--- src/hw/rtl/rda_pkg.sv ---
// Shared types and codes for the region directory allocator.
`default_nettype none

package rda_pkg;

  // One directory entry; the upper address is called last to keep it apart from the keyword.
  typedef struct packed {
    logic [7:0]  id;
    logic [15:0] first;
    logic [15:0] last;
  } rda_entry_t;

  localparam int unsigned EntryWidth = 40;
  localparam int unsigned CfgWidth   = 7;
  localparam int unsigned AddrWidth  = 16;

  // Result status codes.
  localparam logic [2:0] StNew         = 3'd0;
  localparam logic [2:0] StOld         = 3'd1;
  localparam logic [2:0] StMismatch    = 3'd2;
  localparam logic [2:0] StFull        = 3'd3;
  localparam logic [2:0] StNoSpace     = 3'd4;
  localparam logic [2:0] StUnsupported = 3'd5;

endpackage

`default_nettype wire

--- src/hw/rtl/rda_ram.sv ---
// Generic single-port-write, single-port-read RAM with a registered read.
`default_nettype none

module rda_ram #(
  parameter int unsigned WIDTH = 40,
  parameter int unsigned DEPTH = 64
) (
  input  wire logic                                 clk_i,
  input  wire logic                                 we_i,
  input  wire logic [(DEPTH > 1 ? $clog2(DEPTH) : 1)-1:0] waddr_i,
  input  wire logic [WIDTH-1:0]                     wdata_i,
  input  wire logic                                 re_i,
  input  wire logic [(DEPTH > 1 ? $clog2(DEPTH) : 1)-1:0] raddr_i,
  output logic      [WIDTH-1:0]                     rdata_o
);

  logic [WIDTH-1:0] mem_q [DEPTH];

  // Write port.
  always_ff @(posedge clk_i) begin
    if (we_i) begin
      mem_q[waddr_i] <= wdata_i;
    end
  end

  // Registered read port.
  always_ff @(posedge clk_i) begin
    if (re_i) begin
      rdata_o <= mem_q[raddr_i];
    end
  end

endmodule

`default_nettype wire

--- src/hw/rtl/region_directory_allocator.sv ---
// Top level of the region directory allocator: request handling, directory scan and allocation.
`default_nettype none

// The block takes one request at a time and answers each with exactly one result item. The
// directory lives in a RAM with a registered read, and the scan visits each entry in a read
// state, then an evaluate state. A request while dir_entries is zero skips the scan. No
// clearing pass is needed after reset: entries are always written in order from entry 0, so
// a fill count marks which entries hold data and the rest read as empty. The configuration
// port is always ready and should only be written while no request is in flight.
module region_directory_allocator #(
  parameter int unsigned DIR_DEPTH   = 64,
  parameter int unsigned MEM_BYTES   = 8192,
  parameter int unsigned ENTRY_BYTES = 5
) (
  input  wire logic        clk_i,
  input  wire logic        rst_ni,
  // Configuration write channel: dir_entries.
  input  wire logic        cfg_valid_i,
  output logic             cfg_ready_o,
  input  wire logic [6:0]  cfg_data_i,
  // Request stream.
  input  wire logic        s_axis_tvalid_i,
  output logic             s_axis_tready_o,
  input  wire logic [23:0] s_axis_tdata_i,  // request_id [7:0], request_bytes [23:8]
  // Result stream.
  output logic             m_axis_tvalid_o,
  input  wire logic        m_axis_tready_i,
  output logic      [47:0] m_axis_tdata_o   // status [2:0], region_id [10:3],
                                            // region_start [26:11], region_end [42:27], zero pad
);

  localparam int unsigned IdxW = (DIR_DEPTH > 1) ? $clog2(DIR_DEPTH) : 1;
  localparam int unsigned CntW = $clog2(DIR_DEPTH + 1);
  localparam int unsigned CmpW = (CntW > rda_pkg::CfgWidth) ? CntW : rda_pkg::CfgWidth;

  // Sequencer states.
  localparam logic [2:0] S_IDLE   = 3'd0;
  localparam logic [2:0] S_READ   = 3'd1;
  localparam logic [2:0] S_EVAL   = 3'd2;
  localparam logic [2:0] S_ALLOC  = 3'd3;
  localparam logic [2:0] S_RESULT = 3'd4;

  logic [2:0]                  state_q, state_d;
  logic [rda_pkg::CfgWidth-1:0] dir_entries_q;
  logic [CntW-1:0]             fill_q, fill_d;
  logic [CntW-1:0]             idx_q, idx_d;
  logic [CntW-1:0]             n_q, n_d;
  logic [15:0]                 free_q, free_d;
  logic [7:0]                  req_id_q, req_id_d;
  logic [15:0]                 req_bytes_q, req_bytes_d;
  logic [2:0]                  res_status_q, res_status_d;
  logic [7:0]                  res_id_q, res_id_d;
  logic [15:0]                 res_first_q, res_first_d;
  logic [15:0]                 res_last_q, res_last_d;
  logic                        out_valid_q;
  logic [42:0]                 out_data_q;

  logic                        ram_we;
  logic                        ram_re;
  rda_pkg::rda_entry_t         ram_wdata;
  logic [rda_pkg::EntryWidth-1:0] ram_rdata;
  rda_pkg::rda_entry_t         entry;
  logic [CmpW-1:0]             cfg_wide;
  logic [CntW-1:0]             n_clip;
  logic [15:0]                 entry_size;
  logic [15:0]                 new_last;
  logic                        no_space;
  logic                        in_accept;
  logic                        out_free;

  assign cfg_ready_o     = 1'b1;
  assign s_axis_tready_o = (state_q == S_IDLE);
  assign in_accept       = s_axis_tvalid_i & s_axis_tready_o;
  assign out_free        = !out_valid_q || m_axis_tready_i;
  assign m_axis_tvalid_o = out_valid_q;
  assign m_axis_tdata_o  = {5'd0, out_data_q};

  // Clip the register to the directory depth.
  assign cfg_wide = CmpW'(dir_entries_q);
  assign n_clip   = (cfg_wide > CmpW'(DIR_DEPTH)) ? CntW'(DIR_DEPTH) : CntW'(cfg_wide);

  // Entries at or above the fill count were never written and read as empty.
  assign entry      = (idx_q < fill_q) ? rda_pkg::rda_entry_t'(ram_rdata) : '0;
  assign entry_size = entry.last - entry.first + 16'd1;

  // Placement of a new region after the last used one.
  assign new_last = free_q + req_bytes_q - 16'd1;
  assign no_space = (new_last < free_q) || ({1'b0, new_last} >= 17'(MEM_BYTES));

  assign ram_re          = (state_q == S_READ);
  assign ram_we          = (state_q == S_ALLOC) && !no_space;
  assign ram_wdata.id    = req_id_q;
  assign ram_wdata.first = free_q;
  assign ram_wdata.last  = new_last;

  rda_ram #(
    .WIDTH (rda_pkg::EntryWidth),
    .DEPTH (DIR_DEPTH)
  ) u_dir_ram (
    .clk_i   (clk_i),
    .we_i    (ram_we),
    .waddr_i (idx_q[IdxW-1:0]),
    .wdata_i (ram_wdata),
    .re_i    (ram_re),
    .raddr_i (idx_q[IdxW-1:0]),
    .rdata_o (ram_rdata)
  );

  // Scan and allocation sequencer.
  always_comb begin
    state_d      = state_q;
    fill_d       = fill_q;
    idx_d        = idx_q;
    n_d          = n_q;
    free_d       = free_q;
    req_id_d     = req_id_q;
    req_bytes_d  = req_bytes_q;
    res_status_d = res_status_q;
    res_id_d     = res_id_q;
    res_first_d  = res_first_q;
    res_last_d   = res_last_q;
    case (state_q)
      S_IDLE: begin
        if (in_accept) begin
          req_id_d     = s_axis_tdata_i[7:0];
          req_bytes_d  = s_axis_tdata_i[23:8];
          n_d          = n_clip;
          idx_d        = '0;
          free_d       = 16'(32'(n_clip) * ENTRY_BYTES);
          res_status_d = rda_pkg::StUnsupported;
          res_id_d     = '0;
          res_first_d  = '0;
          res_last_d   = '0;
          state_d      = (n_clip == '0) ? S_RESULT : S_READ;
        end
      end
      S_READ: begin
        state_d = S_EVAL;
      end
      S_EVAL: begin
        if (entry.id == 8'd0) begin
          state_d = S_ALLOC;
        end else if (entry.id == req_id_q) begin
          res_status_d = (entry_size != req_bytes_q) ? rda_pkg::StMismatch : rda_pkg::StOld;
          res_id_d     = entry.id;
          res_first_d  = entry.first;
          res_last_d   = entry.last;
          state_d      = S_RESULT;
        end else begin
          free_d = entry.last + 16'd1;
          if (idx_q + CntW'(1) == n_q) begin
            res_status_d = rda_pkg::StFull;
            state_d      = S_RESULT;
          end else begin
            idx_d   = idx_q + CntW'(1);
            state_d = S_READ;
          end
        end
      end
      S_ALLOC: begin
        if (no_space) begin
          res_status_d = rda_pkg::StNoSpace;
        end else begin
          res_status_d = rda_pkg::StNew;
          res_id_d     = req_id_q;
          res_first_d  = free_q;
          res_last_d   = new_last;
          if (idx_q >= fill_q) begin
            fill_d = idx_q + CntW'(1);
          end
        end
        state_d = S_RESULT;
      end
      S_RESULT: begin
        if (out_free) begin
          state_d = S_IDLE;
        end
      end
      default: begin
        state_d = S_IDLE;
      end
    endcase
  end

  // Control registers.
  always_ff @(posedge clk_i or negedge rst_ni) begin
    if (!rst_ni) begin
      state_q       <= S_IDLE;
      fill_q        <= '0;
      dir_entries_q <= '0;
      out_valid_q   <= 1'b0;
    end else begin
      state_q <= state_d;
      fill_q  <= fill_d;
      if (cfg_valid_i && cfg_ready_o) begin
        dir_entries_q <= cfg_data_i;
      end
      if ((state_q == S_RESULT) && out_free) begin
        out_valid_q <= 1'b1;
      end else if (m_axis_tready_i) begin
        out_valid_q <= 1'b0;
      end
    end
  end

  // Payload registers.
  always_ff @(posedge clk_i) begin
    idx_q        <= idx_d;
    n_q          <= n_d;
    free_q       <= free_d;
    req_id_q     <= req_id_d;
    req_bytes_q  <= req_bytes_d;
    res_status_q <= res_status_d;
    res_id_q     <= res_id_d;
    res_first_q  <= res_first_d;
    res_last_q   <= res_last_d;
    if ((state_q == S_RESULT) && out_free) begin
      out_data_q <= {res_last_q, res_first_q, res_id_q, res_status_q};
    end
  end

  // The fill count never passes the directory depth.
  a_fill_bound: assert property (@(posedge clk_i) disable iff (!rst_ni)
    fill_q <= CntW'(DIR_DEPTH))
    else $error("fill count beyond directory depth");

  // Writes keep the written entries contiguous from entry zero.
  a_write_contig: assert property (@(posedge clk_i) disable iff (!rst_ni)
    ram_we |-> (idx_q <= fill_q))
    else $error("directory write leaves a gap");

  // A new result only appears after the result state.
  a_result_src: assert property (@(posedge clk_i) disable iff (!rst_ni)
    $rose(m_axis_tvalid_o) |-> $past(state_q == S_RESULT))
    else $error("result shown without a finished request");

  // No request is taken while a scan is in progress.
  a_one_item: assert property (@(posedge clk_i) disable iff (!rst_ni)
    (state_q == S_EVAL || state_q == S_READ || state_q == S_ALLOC) |-> !s_axis_tready_o)
    else $error("request accepted during a scan");

endmodule

`default_nettype wire
--- config.mk ---
export PLATFORM = sky130hd
export DESIGN_NAME = region_directory_allocator
export DESIGN_NICKNAME = d
export VERILOG_FILES = /design/src/hw/rtl/rda_pkg.sv /design/src/hw/rtl/rda_ram.sv /design/src/hw/rtl/region_directory_allocator.sv
export SDC_FILE = /design/constraint.sdc
export NUM_CORES = 2
export LEC_CHECK = 0
export ABC_AREA = 1
export BUFFER_PORTS_ARGS = -buffer_cell sky130_fd_sc_hd__buf_4
export CAP_MARGIN = 30
export CORE_AREA = 10 10 561 563
export DETAILED_ROUTE_END_ITERATION = 7
export DIE_AREA = 0 0 571 573
export PLACE_DENSITY = 0.53
export SLEW_MARGIN = 20
export SYNTH_ARGS = -nofsm -noshare
export SYNTH_HDL_FRONTEND = slang
export SYNTH_SLANG_ARGS = --single-unit
--- constraint.sdc ---
create_clock -name clk_i -period 8.3 [get_ports clk_i]
set_input_delay 0.83 -clock clk_i [delete_from_list [all_inputs] [get_ports clk_i]]
set_output_delay 0.83 -clock clk_i [all_outputs]
set_load 0.005 [all_outputs]
# Word-level counts from Yosys, hierarchy flattened
# Memories as Yosys holds them, arrays and structs flattened. A register that Yosys moved wholly into a read port is not among the register bits.
# Cells that the tools add are included.
# op_classes
addsub	6
multipliers	1
order_cmp	5
n_eq_ne	15
n_mux	43
bitwise	2
n_reduce_logical	19
# ops
cell	count
2-to-1 mux 16 bit	10
case mux 16 bit (3 select lines)	2
2-to-1 mux 40 bit	1
2-to-1 mux 7 bit	5
2-to-1 mux 3 bit	11
adder 16 x 1 -> 16 bit (second input constant)	2
2-to-1 mux 8 bit	4
case mux 16 bit (2 select lines)	1
case mux 8 bit (3 select lines)	1
adder 16 bit	1
greater-or-equal comparator 16 x 14 -> 1 bit (second input constant)	1
< comparator 16 bit	1
!= test 16 bit	1
subtractor 16 x 1 -> 16 bit (second input constant)	1
subtractor 16 bit	1
case mux 3 bit (5 select lines)	1
case mux 7 bit (2 select lines)	1
!= test 2 bit (second input constant)	6
multiplier 7 x 3 -> 10 bit (second input constant)	1
AND reduction 5 bit	2
case mux 3 bit (3 select lines)	1
equality test 8 bit	1
logical NOT 8 bit	1
AND reduction 4 bit	2
other kinds (23)	32
# word_totals
reg_bits	158
mem_bits_rw	2560
out_inout_bits	51
mem_count	1
# memory_table
name	words	word_bits	rd	rd_clocked_by_memory_dff	wr	line	rtl
u_dir_ram.mem_q	64	40	1	1	1	rda_ram.sv:17	logic [WIDTH-1:0] mem_q [DEPTH];

# Longest topological paths before layout
# depth
word_depth	9
depth_mapped	28

# Cells and area by module
# A second synthesis with hierarchy kept.
# hier_totals
hier_cells	9510
area_unflattened_um2	113224.8
# by_module_without_submodules
module	instances	cells_per_inst	area_each_um2	seq_area_each_um2
rda_ram	1	8445	103536.8	78074.9
region_directory_allocator	1	1065	9688.0	4654.5

# Least setup slack after synthesis
# Ideal clock, no wire load.
# synth_path
path_type	reg2reg
startpoint	register free_q[1]
endpoint	memory u_dir_ram.mem_q[0][0], enable pin
arrival_ps	7568
setup_slack_ps	295
stages_incl_launch_ff	24
period_less_slack_ps	8005
cell_sequence	edfxtp_1 > inv_1 > ha_1 > inv_1 > ha_1 > inv_1 > fa_1 > inv_1 > nand3_1 > nand2_1 > nand2_1 > nand2_1 > nand2_1 > a31oi_1 > xor2_1 > ha_1 > nand2_1 > o21ai_0 > a21oi_1 > a21boi_0 > nor2_4 > buf_4 > nand3_4 > nor2_1
# synth_via
elab_chain_len	8
word_cells_on_any_way	9
# synth_lines
item	line	rtl
start: declaration	region_directory_allocator.sv:48	logic [15:0] free_q, free_d;
start signal: assignment	region_directory_allocator.sv:210	free_q <= free_d;
adder 16 bit (*)	region_directory_allocator.sv:87	assign new_last = free_q + req_bytes_q - 16'd1;
subtractor 16 x 1 -> 16 bit (*)	region_directory_allocator.sv:87	
named net new_last[11]	region_directory_allocator.sv:66	logic [15:0] new_last;
< comparator 16 bit or greater-or-equal comparator 16 x 14 -> 1 bit (tied branches)	region_directory_allocator.sv:88	assign no_space = (new_last < free_q) || ({1'b0, new_last} >= 17'(MEM_BYTES));
logical OR 1 bit (*)	region_directory_allocator.sv:88	
logical NOT 1 bit (*)	region_directory_allocator.sv:91	assign ram_we = (state_q == S_ALLOC) && !no_space;
logical AND 1 bit (*)	region_directory_allocator.sv:91	
2-to-1 mux 1 bit (*)	rda_ram.sv:21	if (we_i) begin
2-to-1 mux 1 bit (implied by the code) (*)	rda_ram.sv:22	mem_q[waddr_i] <= wdata_i;
end: declaration	rda_ram.sv:17	
# Mark *: on every way through the listed nets, which the timed path passes. The rest lies on a longest branch.

# Worst setup path in the final report
# layout_path
startpoint	register free_q[0]
endpoint	memory u_dir_ram.mem_q[28][25], enable pin
# The elaborated chain is that of the path after synthesis.

==> results by group <==
Critical path
  • Critical Path AT: 6.57 ns
  • Crit-path max FO: 28
  • Worst path max stage delay: 0.58 ns
  • Most numerous cell on the critical path: nand2_1
  • Worst EP required: 8.84 ns
  • Slowest CP cell: nor2_4
  • CP Launch Type: register
  • Kind of critical path: reg -> reg
  • Crit end category: register
  • Critical path cell sequence: inv_1 -> ha_1 -> inv_1 -> ha_2 -> inv_1 -> fa_1 -> inv_1 -> nand3_1 -> nand2_1 -> nand2_1 -> nand2_1 -> nand2_1 -> a31oi_1 -> xor2_4 -> ha_1 -> nand2_1 -> o21ai_0 -> a21oi_1 -> a21boi_0 -> nor2_4 -> nand3_1 -> buf_4 -> nor2_4 -> buf_12

Global route
  • GRT Util Overall: 20.1%
  • Largest net degree at the start of global routing: 106
  • First-pass GRT wire length: 477,000 µm
  • Vias in the first global route: slightly above 60k
  • Grt total ovfl: 0
  • Initial antenna violation count: 25

Power and ir drop
  • Int Power: 0.0313 W
  • PD cells: 430 nW/µm²
  • Comb pwr share: 37.1%
  • Clk pwr share: 23.6%
  • P_leak: approximately 40 nW
  • Sw Pwr: 0.0211 W
  • Total power: 0.0524 W
  • Sw Ratio: 40.3%
  • Peak VDD IR: 829 µV
  • Seq pwr share: approximately two fifths

Timing
  • Fin crit share: 72.7%
  • Worst slew margin: about a quarter
  • Slew @ Worst Pin: approximately 1.1 ns
  • Fmax: 0.166 GHz
  • Clk_skew: 0.0538 ns
  • Setup TNS: 0 ns
  • Hold Violations, Final: 0
  • Final setup vio count: 0
  • Max Transition Viols Final: 0
  • Fin crit period: 6.03 ns
  • RSZ-0062 raised after global routing: false

Synthesis
  • Post-synth EDFFs: about 2.7k
  • Compound-gate portion of the synthesized area: 6.28%
  • Synth top area cells: edfxtp_1, nand2_1, a22oi_1
  • Post-synth top area share: 77.8%
  • Synth cell types: 57
  • YS warnings: 0
  • Post-synth top flop: edfxtp_1
  • Largest family of logic cells by synthesized area: simple AND/OR/NAND/NOR gates
  • Multiplexer share of the synthesized area: 0%
  • Syn_area_per_cell: between 10 and 15 µm²
  • Synthesized instance count: 7,360
  • Sequential fraction of the synthesis area: 78.2%
  • Post-synthesis xor/xnor area fraction: less than 1%
  • Synthesized cell area: 106,000 µm²
  • Synth Register Bits: 2,758
  • Commonest cells in the synthesized netlist: edfxtp_1, nand2_1, inv_1
  • Most numerous cell in the Yosys netlist: edfxtp_1
  • Dominant cell type by area after synthesis: edfxtp_1
  • Fraction of registers with async set/reset: 0.653%
  • Post-Synth Adder-Cell Area: roughly 1.1%
  • Synth Area in Simple Gates: 11.2%

Clock network
  • Cts bufs inserted: 285
  • Clock Latency Late Sink: a little under 0.9 ns
  • Clock sink count: 2,758
  • Clock slew at reported path FFs: 0.06 ns
  • H-tree levels: 5
  • TritonCTS clock tree: done
  • Clock Path Buffers: 4
  • Root buffer cell: clkbuf_16
  • Cts repair resizes: 0

Outcome
  • Status: completed

Job
  • Maxcap violations: 0

Detailed routing
  • Vias: 64.3k
  • Remaining antenna violation count after routing: 0
  • Remaining DRCs: 0
  • Vias per std cell: 5.44
  • Wire length per cell: 28.9 µm
  • Starting DRT DRC Count: 9,011
  • Drt total wl: 342,000 µm
  • DR pass1 iterations: 8

Final layout
  • Area Growth Syn to Fin: 15.4%
  • Nets: 7,758
  • Share of layout cells above drive strength 1: 10.7%
  • Register area: 82,700 µm²
  • # fillers: 27.6k
  • Footprint of the multi-input gates: approximately 21,000 µm²

Place
  • HPWL Detailed: 199,000 µm
  • IO Port Bufs: 80
  • Global placement routability congestion: 0.868

Die
  • FP Rows: 202
  • Die W: 571 µm
  • Total die area: roughly 330,000 µm²
  • Initial Util: 35.0%
  • Core area: just over 300,000 µm²
  • Ports: slightly below 90
  • Die Ht: around 570 µm

Hold path
  • Hold Path Class: in -> reg
-- sequential cells by signal (all words and copies together), names as in the netlist --
| name | cells |
|---|---|
| req_bytes_q | 16 |
| req_id_q | 8 |
| n_q | 7 |
| free_q | 16 |
| res_status_q | 3 |
| res_last_q | 16 |
| u_dir_ram.mem_q | 2560 |
| idx_q | 7 |
| out_data_q | 43 |
| cfg_wide | 7 |
| m_axis_tvalid_o | 1 |
| res_id_q | 8 |
| res_first_q | 16 |
| u_dir_ram.rdata_o | 40 |
| fill_q | 7 |
| state_q | 3 |
-- kinds of logic (layout without fill, tap and decap cells) --
logic type,count (synthesis),count (layout)
AND/OR/NAND/NOR,2843,2843
flip-flops,2758,2758
AO/OA/AOI/OAI,927,927
buffers and inverters,696,1161
adder cells (fa/ha/maj),95,95
XOR/XNOR,39,39
other,2,12
-- metal layers --
layer | wire length (µm) | track usage (%) | vias to the layer above | part of all wire [%]
met2 | 150000 | 30.1 | 3195 | 44
met3 | 36300 | 5.06 | 441 | 11
li1 | - | - | 27788 | -
met4 | 8180 | 4.76 | 6 | 2.4
met1 | 147000 | 29.4 | 32880 | 43
met5 | 44 | 0 | - | 0.013
-- repair_timing --
action                     4_1_cts  5_1_grt
hold buffers                     1        0
setup endpoints to repair        0        0
hold endpoints to repair        18        0
buffers inserted                 0        0
-- metrics by stage --
step	hold WS [ns]	utilization, %	worst slack (ns)	area, µm²	std cells
after detailed placement	0.405	37.4	2.37	113000	11307
after floorplan	0.400	-	0.295	106000	7364
after CTS	0.101	40.3	2.30	122000	11797
after global placement	0.404	37.3	2.08	113000	11302
after global routing	0.131	40.3	1.98	122000	11808
final	0.161	40.3	2.27	122000	11813
-- layout by cell type (no fill, tap or decap), types with 8 or more instances in the layout --
| master | n |
|---|---|
| clkinv_1 | 51 |
| inv_1 | 338 |
| o2111a_1 | 11 |
| inv_2 | 11 |
| nand3_1 | 129 |
| buf_4 | 234 |
| o21ai_0 | 145 |
| a22o_1 | 38 |
| bufinv_16 | 19 |
| dfrtp_1 | 18 |
| nor2_4 | 77 |
| a22oi_1 | 339 |
| o2111ai_1 | 24 |
| clkinvlp_4 | 11 |
| edfxtp_1 | 2740 |
| nand2_1 | 2056 |
| and3_1 | 39 |
| clkinv_2 | 49 |
| nor2_1 | 186 |
| clkbuf_16 | 290 |
| nand3b_1 | 8 |
| clkbuf_1 | 50 |
| a21oi_1 | 113 |
| o211ai_1 | 9 |
| ha_1 | 91 |
| a221oi_1 | 185 |
| xnor2_1 | 15 |
| o22ai_1 | 29 |
| xor2_1 | 17 |
| nand4_1 | 309 |
| buf_12 | 74 |
| inv_6 | 8 |
-- area by class of cell --
cell class	instances	area share (%)
Inverter	357	1.13
Sequential cell	2758	67.8
Antenna cell	6	0.0123
Clock buffer	341	6.11
Multi-Input combinational cell	3910	17.1
Clock inverter	148	1.08
Tap cell	3978	4.08
Timing Repair Buffer	315	2.73
-- power by group through the flow --
stage	logic (W)	registers, W	clock network (W)
finish	0.0195	0.0206	0.0124
global route	0.0208	0.0206	0.0131
CTS	0.0191	0.0206	0.0126
detailed placement	0.0190	0.0209	0
global placement	0.0189	0.0209	0
floorplan	0.00912	0.0212	0
-- critical path, delay by kind of cell, from the launching register on --
family / cells / cell delay [ns]
DFF: 1 / 0.55
buffers and inverters: 6 / 0.87
xor gates and xnor gates: 1 / 0.12
adders and majority gates: 4 / 1.18
and+or+nand+nor: 9 / 2.13
AOI/OAI and AO/OA: 4 / 0.78
-- final timing paths --
| check | depth (start not counted) | slack [ns] | end | from |
|---|---|---|---|---|
| setup / recovery | 24 | 2.27 | u_dir_ram.mem_q[28][25] | free_q[0] |
| min in group asynchronous | 2 | 0.38 | fill_q[5] | rst_ni |
| hold reg to reg | 0 | 0.40 | out_data_q[38] | res_last_q[11] |
| setup reg to reg | 24 | 2.27 | u_dir_ram.mem_q[28][25] | free_q[0] |
| max in group asynchronous | 2 | 7.70 | fill_q[6] | rst_ni |
| hold / removal | 1 | 0.16 | req_id_q[7] | s_axis_tdata_i[7] |
Note: power is estimated with default switching activity, not from simulation.
